## src/cal_pkg.sv

```systemverilog
`default_nettype none

package cal_pkg;

    // opcodes of an input event
    localparam logic [1:0] OP_TRY_ACCEPT  = 2'd0;
    localparam logic [1:0] OP_CHECK_ONLY  = 2'd1;
    localparam logic [1:0] OP_NOTE_ACCEPT = 2'd2;
    localparam logic [1:0] OP_NOTE_CLOSE  = 2'd3;

    // result status codes
    localparam logic [1:0] ST_OK       = 2'd0;
    localparam logic [1:0] ST_INACTIVE = 2'd1;
    localparam logic [1:0] ST_CAP_HIT  = 2'd2;
    localparam logic [1:0] ST_RATE_HIT = 2'd3;

    // configuration register indexes
    localparam logic [1:0] REG_ENABLE   = 2'd0;
    localparam logic [1:0] REG_MAX_CONC = 2'd1;
    localparam logic [1:0] REG_RATE     = 2'd2;

    // field widths
    localparam int OP_W     = 2;
    localparam int TIME_W   = 48;
    localparam int SEC_W    = 39;
    localparam int CNT_W    = 16;
    localparam int TOTAL_W  = 32;
    localparam int LEVEL_W  = 32;
    localparam int CFG_IDX_W  = 2;
    localparam int CFG_DATA_W = 16;
    localparam int IN_TDATA_W  = 56;
    localparam int OUT_TDATA_W = 192;

    // bucket scale: one token in fractional units
    localparam logic [15:0] UNITS_PER_TOKEN = 16'd60000;

    // ms to seconds: n / 1000 = (n >> 3) / 125, with the 45-bit dividend
    // split at bit 24 and 2^24 = 125 * 134217 + 91
    localparam int          DIV_SPLIT  = 24;
    localparam int          DIV_HI_W   = 21;
    localparam int          DIV_REM_W  = 29;
    localparam logic [17:0] DIV_HI_MUL = 18'd134217;
    localparam logic [6:0]  DIV_LO_MUL = 7'd91;
    // ceil(2^36 / 125), exact for a remainder below 2^29
    localparam logic [29:0] DIV_RECIP  = 30'd549755814;
    localparam int          DIV_PROD_W = 59;
    localparam int          DIV_SHIFT  = 36;
    localparam int          DIV_QLO_W  = DIV_PROD_W - DIV_SHIFT;

    // one event on its way from the front pipeline to the state stage
    typedef struct packed {
        logic [OP_W-1:0]   op;
        logic [TIME_W-1:0] now_ms;
        logic [SEC_W-1:0]  now_s;
    } t_event;

    function automatic logic [TOTAL_W-1:0] sat_inc32(input logic [TOTAL_W-1:0] v);
        sat_inc32 = (v == {TOTAL_W{1'b1}}) ? v : v + 1'b1;
    endfunction

endpackage

`default_nettype wire

```

## src/cal_front.sv

```systemverilog
`default_nettype none

// two-stage front pipeline: registers each event and converts its
// millisecond time stamp to seconds by reciprocal multiplication
module cal_front (
    input  wire                              i_clk,
    input  wire                              i_rst_n,
    input  wire                              i_valid,
    output logic                             o_ready,
    input  wire  [cal_pkg::OP_W-1:0]         i_op,
    input  wire  [cal_pkg::TIME_W-1:0]       i_now_ms,
    output logic                             o_valid,
    input  wire                              i_ready,
    output cal_pkg::t_event                  o_event
);

    logic                                r_v1;
    logic [cal_pkg::OP_W-1:0]            r_op1;
    logic [cal_pkg::TIME_W-1:0]          r_now1;
    logic [cal_pkg::DIV_REM_W-1:0]       r_rem1;
    logic [cal_pkg::SEC_W-1:0]           r_qhi1;

    logic                                r_v2;
    logic [cal_pkg::OP_W-1:0]            r_op2;
    logic [cal_pkg::TIME_W-1:0]          r_now2;
    logic [cal_pkg::DIV_QLO_W-1:0]       r_qlo2;
    logic [cal_pkg::SEC_W-1:0]           r_qhi2;

    logic                                mv1;
    logic                                mv2;
    logic                                ld2_ok;
    logic                                ld1_ok;
    logic [cal_pkg::DIV_HI_W-1:0]        div_hi;
    logic [cal_pkg::DIV_SPLIT-1:0]       div_lo;
    logic [cal_pkg::DIV_REM_W-1:0]       n_rem1;
    logic [cal_pkg::SEC_W-1:0]           n_qhi1;
    logic [cal_pkg::DIV_PROD_W-1:0]      prod;

    // flow control: each stage moves when the next one is free
    assign mv2    = r_v2 & i_ready;
    assign ld2_ok = ~r_v2 | mv2;
    assign mv1    = r_v1 & ld2_ok;
    assign ld1_ok = ~r_v1 | mv1;
    assign o_ready = ld1_ok;

    // split the eighth of the time stamp into high and low parts
    assign div_hi = i_now_ms[cal_pkg::TIME_W-1 -: cal_pkg::DIV_HI_W];
    assign div_lo = i_now_ms[3 +: cal_pkg::DIV_SPLIT];
    assign n_rem1 = cal_pkg::DIV_REM_W'(div_hi) * cal_pkg::DIV_REM_W'(cal_pkg::DIV_LO_MUL)
                  + cal_pkg::DIV_REM_W'(div_lo);
    assign n_qhi1 = cal_pkg::SEC_W'(div_hi) * cal_pkg::SEC_W'(cal_pkg::DIV_HI_MUL);

    // remainder over 125 by reciprocal
    assign prod = cal_pkg::DIV_PROD_W'(r_rem1) * cal_pkg::DIV_PROD_W'(cal_pkg::DIV_RECIP);

    // stage valid bits
    always_ff @(posedge i_clk) begin
        if (!i_rst_n) begin
            r_v1 <= 1'b0;
            r_v2 <= 1'b0;
        end else begin
            if (ld1_ok) begin
                r_v1 <= i_valid;
            end
            if (ld2_ok) begin
                r_v2 <= r_v1;
            end
        end
    end

    // stage payload
    always_ff @(posedge i_clk) begin
        if (ld1_ok && i_valid) begin
            r_op1  <= i_op;
            r_now1 <= i_now_ms;
            r_rem1 <= n_rem1;
            r_qhi1 <= n_qhi1;
        end
        if (mv1) begin
            r_op2  <= r_op1;
            r_now2 <= r_now1;
            r_qlo2 <= prod[cal_pkg::DIV_PROD_W-1:cal_pkg::DIV_SHIFT];
            r_qhi2 <= r_qhi1;
        end
    end

    assign o_valid        = r_v2;
    assign o_event.op     = r_op2;
    assign o_event.now_ms = r_now2;
    assign o_event.now_s  = r_qhi2 + cal_pkg::SEC_W'(r_qlo2);

endmodule

`default_nettype wire

```

## src/connection_admission_limiter.sv

```systemverilog
// path: an event passes the two front stages, then the state update into the output register
// throughput: one event per cycle unless the output is stalled; the state
//   update for one event is a read-modify-write, so back-to-back events see each other
// reset (synchronous, active low): all counters, the bucket, its stamp and
//   the configuration registers go to zero; pipeline and output are emptied
`default_nettype none

module connection_admission_limiter (
    input  wire                                    i_clk,
    input  wire                                    i_rst_n,
    input  wire                                    i_s_tvalid,
    output logic                                   o_s_tready,
    // opcode[1:0], now_ms[49:2], zero pad[55:50]
    input  wire  [cal_pkg::IN_TDATA_W-1:0]         i_s_tdata,
    output logic                                   o_m_tvalid,
    input  wire                                    i_m_tready,
    // status[1:0], active_count[17:2], accepted_total[49:18],
    // cap_reject_total[81:50], rate_reject_total[113:82],
    // last_seen_s[152:114], tokens_scaled[184:153], zero pad[191:185]
    output logic [cal_pkg::OUT_TDATA_W-1:0]        o_m_tdata,
    input  wire                                    i_cfg_we,
    input  wire  [cal_pkg::CFG_IDX_W-1:0]          i_cfg_idx,
    input  wire  [cal_pkg::CFG_DATA_W-1:0]         i_cfg_data
);

    localparam int CW = cal_pkg::CNT_W;
    localparam int TW = cal_pkg::TOTAL_W;
    localparam int LW = cal_pkg::LEVEL_W;
    localparam int MW = cal_pkg::TIME_W;
    localparam int SW = cal_pkg::SEC_W;

    // configuration
    logic              r_enable;
    logic [CW-1:0]     r_max_conc;
    logic [CW-1:0]     r_rate;
    logic [LW-1:0]     r_cap;

    // credential state
    logic [CW-1:0]     r_open;
    logic [TW-1:0]     r_acc;
    logic [TW-1:0]     r_cap_rej;
    logic [TW-1:0]     r_rate_rej;
    logic [SW-1:0]     r_last_s;
    logic [LW-1:0]     r_level;
    logic [MW-1:0]     r_stamp;

    logic [CW-1:0]     n_open;
    logic [TW-1:0]     n_acc;
    logic [TW-1:0]     n_cap_rej;
    logic [TW-1:0]     n_rate_rej;
    logic [SW-1:0]     n_last_s;
    logic [LW-1:0]     n_level;
    logic [MW-1:0]     n_stamp;
    logic [1:0]        n_status;

    // output register
    logic              r_ov;
    logic [1:0]        r_status;

    logic              fe_valid;
    logic              out_free;
    logic              mv;
    cal_pkg::t_event   fe_event;

    logic [LW-1:0]     cfg_cap;
    logic [MW-1:0]     elapsed;
    logic [15:0]       el_clip;
    logic [LW-1:0]     gain;
    logic [LW:0]       sum;
    logic [LW-1:0]     refilled;
    logic [LW-1:0]     lvl_pre;
    logic [MW-1:0]     stamp_pre;
    logic              checks_pass;

    cal_front u_front (
        .i_clk    (i_clk),
        .i_rst_n  (i_rst_n),
        .i_valid  (i_s_tvalid),
        .o_ready  (o_s_tready),
        .i_op     (i_s_tdata[1:0]),
        .i_now_ms (i_s_tdata[2 +: MW]),
        .o_valid  (fe_valid),
        .i_ready  (out_free),
        .o_event  (fe_event)
    );

    assign out_free = ~r_ov | i_m_tready;
    assign mv       = fe_valid & out_free;

    // capacity for a rate being written
    assign cfg_cap = LW'(i_cfg_data) * LW'(cal_pkg::UNITS_PER_TOKEN);

    // bucket refill
    assign elapsed  = fe_event.now_ms - r_stamp;
    assign el_clip  = (elapsed > MW'(cal_pkg::UNITS_PER_TOKEN)) ?
                      cal_pkg::UNITS_PER_TOKEN : elapsed[15:0];
    assign gain     = LW'(el_clip) * LW'(r_rate);
    assign sum      = {1'b0, r_level} + {1'b0, gain};
    assign refilled = (sum > {1'b0, r_cap}) ? r_cap : sum[LW-1:0];

    always_comb begin
        if (r_stamp == '0) begin
            lvl_pre   = r_cap;
            stamp_pre = fe_event.now_ms;
        end else if (fe_event.now_ms > r_stamp) begin
            lvl_pre   = refilled;
            stamp_pre = fe_event.now_ms;
        end else begin
            lvl_pre   = r_level;
            stamp_pre = r_stamp;
        end
    end

    // event update
    always_comb begin
        n_open      = r_open;
        n_acc       = r_acc;
        n_cap_rej   = r_cap_rej;
        n_rate_rej  = r_rate_rej;
        n_last_s    = r_last_s;
        n_level     = r_level;
        n_stamp     = r_stamp;
        n_status    = cal_pkg::ST_OK;
        checks_pass = 1'b0;

        // enable, cap and bucket checks
        if (fe_event.op == cal_pkg::OP_TRY_ACCEPT ||
            fe_event.op == cal_pkg::OP_CHECK_ONLY) begin
            if (!r_enable) begin
                n_status = cal_pkg::ST_INACTIVE;
            end else if (r_max_conc != '0 && r_open >= r_max_conc) begin
                n_status  = cal_pkg::ST_CAP_HIT;
                n_cap_rej = cal_pkg::sat_inc32(r_cap_rej);
            end else if (r_rate != '0) begin
                n_stamp = stamp_pre;
                if (lvl_pre < LW'(cal_pkg::UNITS_PER_TOKEN)) begin
                    n_level    = lvl_pre;
                    n_status   = cal_pkg::ST_RATE_HIT;
                    n_rate_rej = cal_pkg::sat_inc32(r_rate_rej);
                end else begin
                    n_level     = lvl_pre - LW'(cal_pkg::UNITS_PER_TOKEN);
                    checks_pass = 1'b1;
                end
            end else begin
                checks_pass = 1'b1;
            end
        end

        case (fe_event.op)
            cal_pkg::OP_TRY_ACCEPT, cal_pkg::OP_NOTE_ACCEPT: begin
                if (fe_event.op == cal_pkg::OP_NOTE_ACCEPT || checks_pass) begin
                    n_open   = (r_open == {CW{1'b1}}) ? r_open : r_open + 1'b1;
                    n_acc    = cal_pkg::sat_inc32(r_acc);
                    n_last_s = fe_event.now_s;
                end
            end
            cal_pkg::OP_NOTE_CLOSE: begin
                n_open   = (r_open == '0) ? r_open : r_open - 1'b1;
                n_last_s = fe_event.now_s;
            end
            default: begin
                n_open = r_open;
            end
        endcase
    end

    // configuration and state registers
    always_ff @(posedge i_clk) begin
        if (!i_rst_n) begin
            r_enable   <= 1'b0;
            r_max_conc <= '0;
            r_rate     <= '0;
            r_cap      <= '0;
            r_open     <= '0;
            r_acc      <= '0;
            r_cap_rej  <= '0;
            r_rate_rej <= '0;
            r_last_s   <= '0;
            r_level    <= '0;
            r_stamp    <= '0;
        end else begin
            if (i_cfg_we) begin
                case (i_cfg_idx)
                    cal_pkg::REG_ENABLE: begin
                        r_enable <= i_cfg_data[0];
                    end
                    cal_pkg::REG_MAX_CONC: begin
                        r_max_conc <= i_cfg_data;
                    end
                    cal_pkg::REG_RATE: begin
                        r_rate <= i_cfg_data;
                        r_cap  <= cfg_cap;
                        if (r_level > cfg_cap) begin
                            r_level <= cfg_cap;
                        end
                    end
                    default: begin
                        r_enable <= r_enable;
                    end
                endcase
            end
            if (mv) begin
                r_open     <= n_open;
                r_acc      <= n_acc;
                r_cap_rej  <= n_cap_rej;
                r_rate_rej <= n_rate_rej;
                r_last_s   <= n_last_s;
                r_level    <= n_level;
                r_stamp    <= n_stamp;
            end
        end
    end

    // output valid
    always_ff @(posedge i_clk) begin
        if (!i_rst_n) begin
            r_ov <= 1'b0;
        end else if (mv) begin
            r_ov <= 1'b1;
        end else if (i_m_tready) begin
            r_ov <= 1'b0;
        end
    end

    // output payload
    always_ff @(posedge i_clk) begin
        if (mv) begin
            r_status  <= n_status;
            o_m_tdata <= {7'd0, n_level, n_last_s, n_rate_rej, n_cap_rej, n_acc,
                          n_open, n_status};
        end
    end

    assign o_m_tvalid = r_ov;

    // bucket stays within its capacity, and is empty with no rate set
    a_level_in_cap: assert property (@(posedge i_clk) disable iff (!i_rst_n)
        r_rate != '0 |-> r_level <= r_cap)
        else $error("bucket level above capacity");

    a_level_zero_unlimited: assert property (@(posedge i_clk) disable iff (!i_rst_n)
        r_rate == '0 |-> r_level == '0)
        else $error("bucket level nonzero with no rate");

    // a rejected check never counts a connection
    a_reject_no_count: assert property (@(posedge i_clk) disable iff (!i_rst_n)
        mv && n_status != cal_pkg::ST_OK |=> r_acc == $past(r_acc) && r_status != cal_pkg::ST_OK)
        else $error("rejected event changed accept count");

    // a finished event always lands in the output register
    a_result_shown: assert property (@(posedge i_clk) disable iff (!i_rst_n)
        mv |=> o_m_tvalid)
        else $error("result lost");

endmodule

`default_nettype wire
```

## config.mk

```make
export PLATFORM = sky130hd
export DESIGN_NAME = connection_admission_limiter
export DESIGN_NICKNAME = d
export VERILOG_FILES = /design/src/cal_pkg.sv /design/src/cal_front.sv /design/src/connection_admission_limiter.sv
export SDC_FILE = /design/constraint.sdc
export NUM_CORES = 2
export LEC_CHECK = 0
export ABC_AREA = 1
export BUFFER_PORTS_ARGS = -buffer_cell sky130_fd_sc_hd__buf_4
export CAP_MARGIN = 15
export CORE_AREA = 2 2 396 280
export DETAILED_ROUTE_END_ITERATION = 10
export DIE_AREA = 0 0 398 282
export PLACE_DENSITY = 0.81
export SLEW_MARGIN = 20
export SYNTH_ARGS = -nofsm -noshare
export SYNTH_HDL_FRONTEND = slang
export SYNTH_SLANG_ARGS = --single-unit
```

## constraint.sdc

```tcl
create_clock -name i_clk -period 29.2 [get_ports i_clk]
set_clock_uncertainty 0.2 [all_clocks]
set_input_delay 5.84 -clock i_clk [delete_from_list [all_inputs] [get_ports i_clk]]
set_output_delay 5.84 -clock i_clk [all_outputs]
set_load 0.01 [all_outputs]
```

==> After elaboration in Yosys (flattened, before gate mapping) <==
Index checks and enable logic that the tools add are counted.
{ "op_classes": {"add_sub_neg": 10, "multipliers": 5, "n_lt_le_gt_ge": 6, "n_eq_ne": 9, "mux": 45, "bitwise": 9, "n_reduce_logical": 22} }
{ "ops": {"columns": ["cell", "count"], "rows": [
  ["two-way mux 32 bit", 25],
  ["adder 32 x 1 -> 32 bit, second input constant", 3],
  ["== test 32 bit, second input constant", 3],
  ["two-way mux 48 bit", 2],
  ["case mux 39 bit (2 select lines)", 1],
  ["two-way mux 16 bit", 4],
  ["multiplier 29 x 29 -> 58 bit, second input constant", 1],
  ["greater-than comparator 48 x 16 -> 1 bit, second input constant", 1],
  ["greater-than comparator 48 bit", 1],
  ["zero test 48 bit", 1],
  ["subtractor 48 bit", 1],
  ["adder 39 x 23 -> 39 bit", 1],
  ["multiplier 21 x 18 -> 39 bit, second input constant", 1],
  ["two-way mux 39 bit", 1],
  ["adder 32 x 32 -> 33 bit", 1],
  ["greater-than comparator 33 x 32 -> 1 bit", 1],
  ["greater-than comparator 32 bit", 1],
  ["< comparator 32 x 16 -> 1 bit, second input constant", 1],
  ["multiplier 16 x 16 -> 32 bit", 1],
  ["case mux 16 bit (2 select lines)", 1],
  ["nonzero test 16 bit", 2],
  ["subtractor 32 x 16 -> 32 bit, second input constant", 1],
  ["adder 28 x 24 -> 29 bit", 1],
  ["multiplier 21 x 7 -> 28 bit, second input constant", 1],
  ["21 further kinds", 49]
]} }
{ "totals": {"ff_bits": 709, "output_inout_bits": 194} }

==> Longest topological paths before layout <==
{ "logic_depth": {"depth_word": 18, "ltp_mapped": 79, "mapped_depth_nobuf": 76} }

==> Cells and area by module <==
From an unflattened synthesis, not the netlist that was laid out.
{ "unflattened": {"cells_unflattened": 9498, "hier_area_um2": 75531.2} }
{ "modules_own_cells": {"columns": ["module", "instances", "cells_per_inst", "area_each_um2", "seq_area_each_um2"], "rows": [
  ["connection_admission_limiter", 1, 5615, 41987.8, 11380.9],
  ["cal_front", 1, 3883, 33543.4, 6766.5]
]} }

==> Least setup slack after synthesis <==
Ideal clock, no wire load.
{ "synth_path": {"path_type": "input-to-reg", "from": "input i_m_tready", "to": "register r_acc[13]", "setup_time_ns": 0.370, "t_arrival_ns": 11.894, "setup_slack_ns": 16.736, "path_stages": 7, "path_cell_list": "inv_1 nand2_1 nand2_1 inv_2 clkbuf_1 clkbuf_1 a21oi_1"} }
{ "synth_via": {"elab_chain_cells": 2} }
{ "synth_lines": {"columns": ["item", "line", "text"], "rows": [
  ["start, declared", "connection_admission_limiter.sv:16", "input wire i_m_tready,"],
  ["bitwise OR 1 bit", "connection_admission_limiter.sv:87", "assign out_free = ~r_ov | i_m_tready;"],
  ["AND 1 bit", "connection_admission_limiter.sv:88", "assign mv = fe_valid & out_free;"],
  ["named net mv", "connection_admission_limiter.sv:62", "logic mv;"],
  ["end signal, assigned", "connection_admission_limiter.sv:204", "r_acc <= n_acc;"],
  ["end, declared", "connection_admission_limiter.sv:40", "logic [TW-1:0] r_acc;"]
]} }
The timed path passes the listed nets, and every way through them passes these cells.
A chain may end at the register's enable or synchronous reset.

==> Worst setup path in the final report <==
{ "layout_path": {"from": "register u_front.r_now2[0] (netlist bit)", "to": "register o_m_tdata[42] (netlist bit) (data pin)"} }
{ "layout_via": {"elab_chain_cells": 18} }
{ "layout_lines": {"columns": ["item", "line", "text"], "rows": [
  ["start, declared", "cal_front.sv:25", "logic [cal_pkg::TIME_W-1:0] r_now2;"],
  ["start signal, assigned", "cal_front.sv:81", "r_now2 <= r_now1;"],
  ["subtractor 48 bit", "connection_admission_limiter.sv:94", "assign elapsed = fe_event.now_ms - r_stamp;"],
  ["greater-than comparator 48 x 16 -> 1 bit", "connection_admission_limiter.sv:95", "assign el_clip = (elapsed > MW'(cal_pkg::UNITS_PER_TOKEN)) ?"],
  ["two-way mux 16 bit", "connection_admission_limiter.sv:95", null],
  ["multiplier 16 x 16 -> 32 bit", "connection_admission_limiter.sv:97", "assign gain = LW'(el_clip) * LW'(r_rate);"],
  ["adder 32 x 32 -> 33 bit", "connection_admission_limiter.sv:98", "assign sum = {1'b0, r_level} + {1'b0, gain};"],
  ["greater-than comparator 33 x 32 -> 1 bit", "connection_admission_limiter.sv:99", "assign refilled = (sum > {1'b0, r_cap}) ? r_cap : sum[LW-1:0];"],
  ["two-way mux 32 bit", "connection_admission_limiter.sv:99", null],
  ["two-way mux 32 bit (*)", "connection_admission_limiter.sv:105", "end else if (fe_event.now_ms > r_stamp) begin"],
  ["[... 3 more ...]", null, null],
  ["two-way mux 1 bit (*)", "connection_admission_limiter.sv:134", "end else if (r_rate != '0) begin"],
  ["two-way mux 1 bit (*)", "connection_admission_limiter.sv:131", "end else if (r_max_conc != '0 && r_open >= r_max_conc) begin"],
  ["two-way mux 1 bit (*)", "connection_admission_limiter.sv:129", "if (!r_enable) begin"],
  ["two-way mux 1 bit (*)", "connection_admission_limiter.sv:127", "if (fe_event.op == cal_pkg::OP_TRY_ACCEPT ||"],
  ["logical OR 1 bit (*)", "connection_admission_limiter.sv:151", "if (fe_event.op == cal_pkg::OP_NOTE_ACCEPT || checks_pass) begin"],
  ["two-way mux 32 bit (*)", "connection_admission_limiter.sv:151", null],
  ["two-way mux 32 bit (*)", "connection_admission_limiter.sv:149", "case (fe_event.op)"],
  ["named net n_acc[24]", "connection_admission_limiter.sv:48", "logic [TW-1:0] n_acc;"],
  ["end signal, assigned", "connection_admission_limiter.sv:229", "o_m_tdata <= {7'd0, n_level, n_last_s, n_rate_rej, n_cap_rej, n_acc,"],
  ["end, declared", "connection_admission_limiter.sv:20", "output logic [cal_pkg::OUT_TDATA_W-1:0] o_m_tdata,"]
]} }
The timed path passes the listed nets; every way through them passes the cells marked *.

==> impl_results.md <==
* Status: completed
* Minimum clock period after layout at 18.11 ns
* Reg2Reg Launch Point: u_front.r_now2[0]$_DFFE_PP_
* Hold Path Class: reg -> reg
* Number of cells on the worst reg-to-reg path at 66
* Post-DP HPWL at 159.3 mm
* Clock-pin slew on the worst setup and hold paths at 0.07 ns
* Worst Path Required at 29.41 ns
* Initial antenna violation count at 3
* Vertical extent of the die at 282 um
* Final count of hold timing violations at 0
* Startpoint types: flop
* Worst R2R End: o_m_tdata[42]$_DFFE_PP_
* Worst-skew pair later-pin latency at 0.68 ns
* Final Non-Filler Cells at 9807
* EDFF count, synth at 409
* Hold Path End: u_front.r_now2[40]$_DFFE_PP_
* Slew headroom at 28.53%
* Cell count of the worst hold path at 0
* Most common cell type on the critical path: sky130_fd_sc_hd__nand2_1
* Final period util at 62.02%
* Largest fanout on the critical path at 47
* Layout Area Growth over Synthesis at 8.247%
* Count of pins over their slew limit at 0
* Kind of end point of the critical path: flop
* Overall routed net length at 202.7 mm
* Slowest cell on the critical path: sky130_fd_sc_hd__nand2_2
* Final weighted congestion in routability-driven placement at 1.027
* Max incr delay on CP at 0.96 ns
* Setup slack on the worst flop-to-flop path at 11.09 ns
* Routed wire length per instance at 20.67 um
* Drt first-iter violations at 6257
* Number of failing setup endpoints in the final timing report at 0
* Yosys synthesis warning count at 0
* Maximum level of the CTS H-tree at 3
* Critical path arrival at 18.32 ns
* Placed insts at 9668
* Total gr overflow at 0
* Post-cts hold buffer count at 0
* Min-delay src: u_front.r_now1[40]$_DFFE_PP_
* Global-route wire length before repair at 312.6 mm
* Fraction of registers with async set or reset after synthesis at 0%
* Root Buffer: sky130_fd_sc_hd__clkbuf_16
* Number of cells produced by synthesis at 8124
* Mapped Area at 0.06997 mm2
* Standard-cell row count at 101
* TritonCTS buffer count at 74
* Post-cts sizing count at 0
* Vias at 57140
* Number of storage elements in the synthesis netlist at 702
* Transition time of the tightest slew-check pin at 1.068 ns
* Die Wd at 398 um
* Mean cell area of the mapped netlist at 8.613 um2
* Vias in the first global route at 55259
* I/O Pins at 273
* Final antenna-violating net count at 0
* Maximum buffer depth of the clock tree at 3
* Input/output buffers at 259
* Nets@finish at 9990
* Sequential share of the synthesized area at 25.94%
* Die Area at 0.1122 mm2
* Buffers inserted by post-CTS timing repair at 0
* Number of distinct library cells after synthesis at 67
* Drt pass-1 iters at 7
* Number of design rule violations left after detail routing at 0
* Via count normalized by instance count at 5.826
* Setup tns final at 0 ns
* Placeable core region at 0.1080 mm2
* Largest net degree at the start of global routing at 246
* Total of max-cap violations at 0
* Setup repair after global routing missed its margin: no
* Flip-flop cell with the highest count after synthesis: sky130_fd_sc_hd__edfxtp_1
* FMAX at 55.22 MHz
* Number of clock sinks at 702
* CTS tree: built
* Share of post-route cells with drive strength above 1 at 5.930%
* Global-route usage over all layers at 36.29%
* WS Path Type: reg -> reg
* Starting utilization of the core area at 64.76%
==> worst max-delay path by stage <==
stage          cells after the start                        start                       to  slack [ns]
5_1_grt                           70  u_front.r_now2[0]$_DFFE_PP_   r_acc[24]$_SDFFE_PN0P_       10.27
3_5_place_dp                      68  u_front.r_now2[0]$_DFFE_PP_  o_m_tdata[20]$_DFFE_PP_       11.81
6_report                          66  u_front.r_now2[0]$_DFFE_PP_  o_m_tdata[42]$_DFFE_PP_       11.09
2_1_floorplan                      7                   i_m_tready   r_acc[13]$_SDFFE_PN0P_       16.74
3_3_place_gp                      66  u_front.r_now2[0]$_DFFE_PP_  o_m_tdata[42]$_DFFE_PP_       11.85
4_1_cts                           68  u_front.r_now2[0]$_DFFE_PP_  o_m_tdata[20]$_DFFE_PP_       11.80
==> area by class of cell <==
class,count,area (um2)
antenna,1,2.502
timing repair buffer,291,2217
clock buffer,93,2014
fill,8333,32300
clock inverter,44,506.7
multi-input combinational,5381,44080
sequential,702,18150
tap,1442,1804
inverter,1853,6973
==> per-stage QoR <==
| stage | setup slack (ns) | hold WS, ns | instance area, um2 | util, % |
|---|---|---|---|---|
| 6_report | 11.09 | 0.2024 | 75740 | 70.10 |
| 5_1_grt | 10.27 | 0.2107 | 75740 | 70.10 |
| 4_1_cts | 11.80 | 0.1930 | 75710 | 70.07 |
| 3_5_place_dp | 11.81 | 0.2045 | 73190 | 67.74 |
| 3_3_place_gp | 11.85 | 0.2008 | 73190 | 67.74 |
| 2_1_floorplan | 16.74 | 0.2003 | 69990 | - |
==> synthesized netlist by cell type (22+ instances only) <==
library cell               number  area share, %
sky130_fd_sc_hd__a21boi_0      22           0.24
sky130_fd_sc_hd__a21o_1        24           0.26
sky130_fd_sc_hd__a21oi_1      599            4.3
sky130_fd_sc_hd__clkbuf_1     141           0.76
sky130_fd_sc_hd__dfxtp_1      293            8.4
sky130_fd_sc_hd__edfxtp_1     409             18
sky130_fd_sc_hd__fa_1         689             20
sky130_fd_sc_hd__ha_1         919             16
sky130_fd_sc_hd__inv_1       1839            9.9
sky130_fd_sc_hd__nand2_1     1179            6.3
sky130_fd_sc_hd__nand3_1      336            2.4
sky130_fd_sc_hd__nand4_1      137            1.2
sky130_fd_sc_hd__nor2_1       435            2.3
sky130_fd_sc_hd__nor3_1        78           0.56
sky130_fd_sc_hd__nor4_1        43           0.38
sky130_fd_sc_hd__o211ai_1      22           0.24
sky130_fd_sc_hd__o21ai_0      366            2.6
sky130_fd_sc_hd__o21ai_1       42           0.30
sky130_fd_sc_hd__o22ai_1       44           0.39
sky130_fd_sc_hd__xnor2_1       67           0.84
sky130_fd_sc_hd__xor2_1       200            2.5
==> registers in the layout, indices dropped and copies added, names as in the netlist, 2 cells and up <==
name	count
o_m_tdata	185
r_stamp	48
u_front.r_now1	48
u_front.r_now2	45
r_last_s	39
u_front.r_qhi2	39
u_front.r_qhi1	36
r_acc	32
r_cap_rej	32
r_level	32
r_rate_rej	32
u_front.r_rem1	29
r_cap	26
u_front.r_qlo2	23
r_max_conc	16
r_open	16
r_rate	16
u_front.r_op1	2
u_front.r_op2	2
==> cell families after synthesis <==
family	synth area share, %
AOI/OAI and AO/OA	9.384
xor gates and xnor gates	3.365
adders and majority gates	36.15
buffers and inverters	11.14
DFF	25.94
muxes	0.01431
other	0.005359
and+or+nand+nor	14.01
==> per-layer routing <==
metal  part of all wire, %  wire [um]  track usage (%)  up-vias
li1                      -          -                -    26448
met1                    43      88090            53.74    27313
met2                    40      81520            51.10     3058
met3                    14      28550            12.45      317
met4                   2.2       4521            8.071        4
met5                 0.013         27                0        -
==> critical path, delay by kind of cell, from the launching register on <==
kind            cells  cell delay, ns
compound gates     14            3.46
xor+xnor            1            0.16
simple gates       31            7.80
fa+ha+maj          10            4.50
buf+inv            10            1.30
flops               1            0.38
==> cell usage in the layout (no fill, tap or decap), drive strengths merged, types with 23 or more instances in the layout <==
master  instances
o22ai          44
nor3           80
clkinv         32
o211ai         23
ha            919
a21boi         23
xor2          201
fa            689
nor4           45
nand4         137
inv          1855
a21o           24
buf           291
edfxtp        409
o21ai         410
xnor2          67
dfxtp         293
nor2          449
nand3         341
a21oi         601
nand2        1200
clkbuf         93
Power is not shown: default switching activity piles up to over one toggle a cycle in this logic, so the estimate is an artifact.
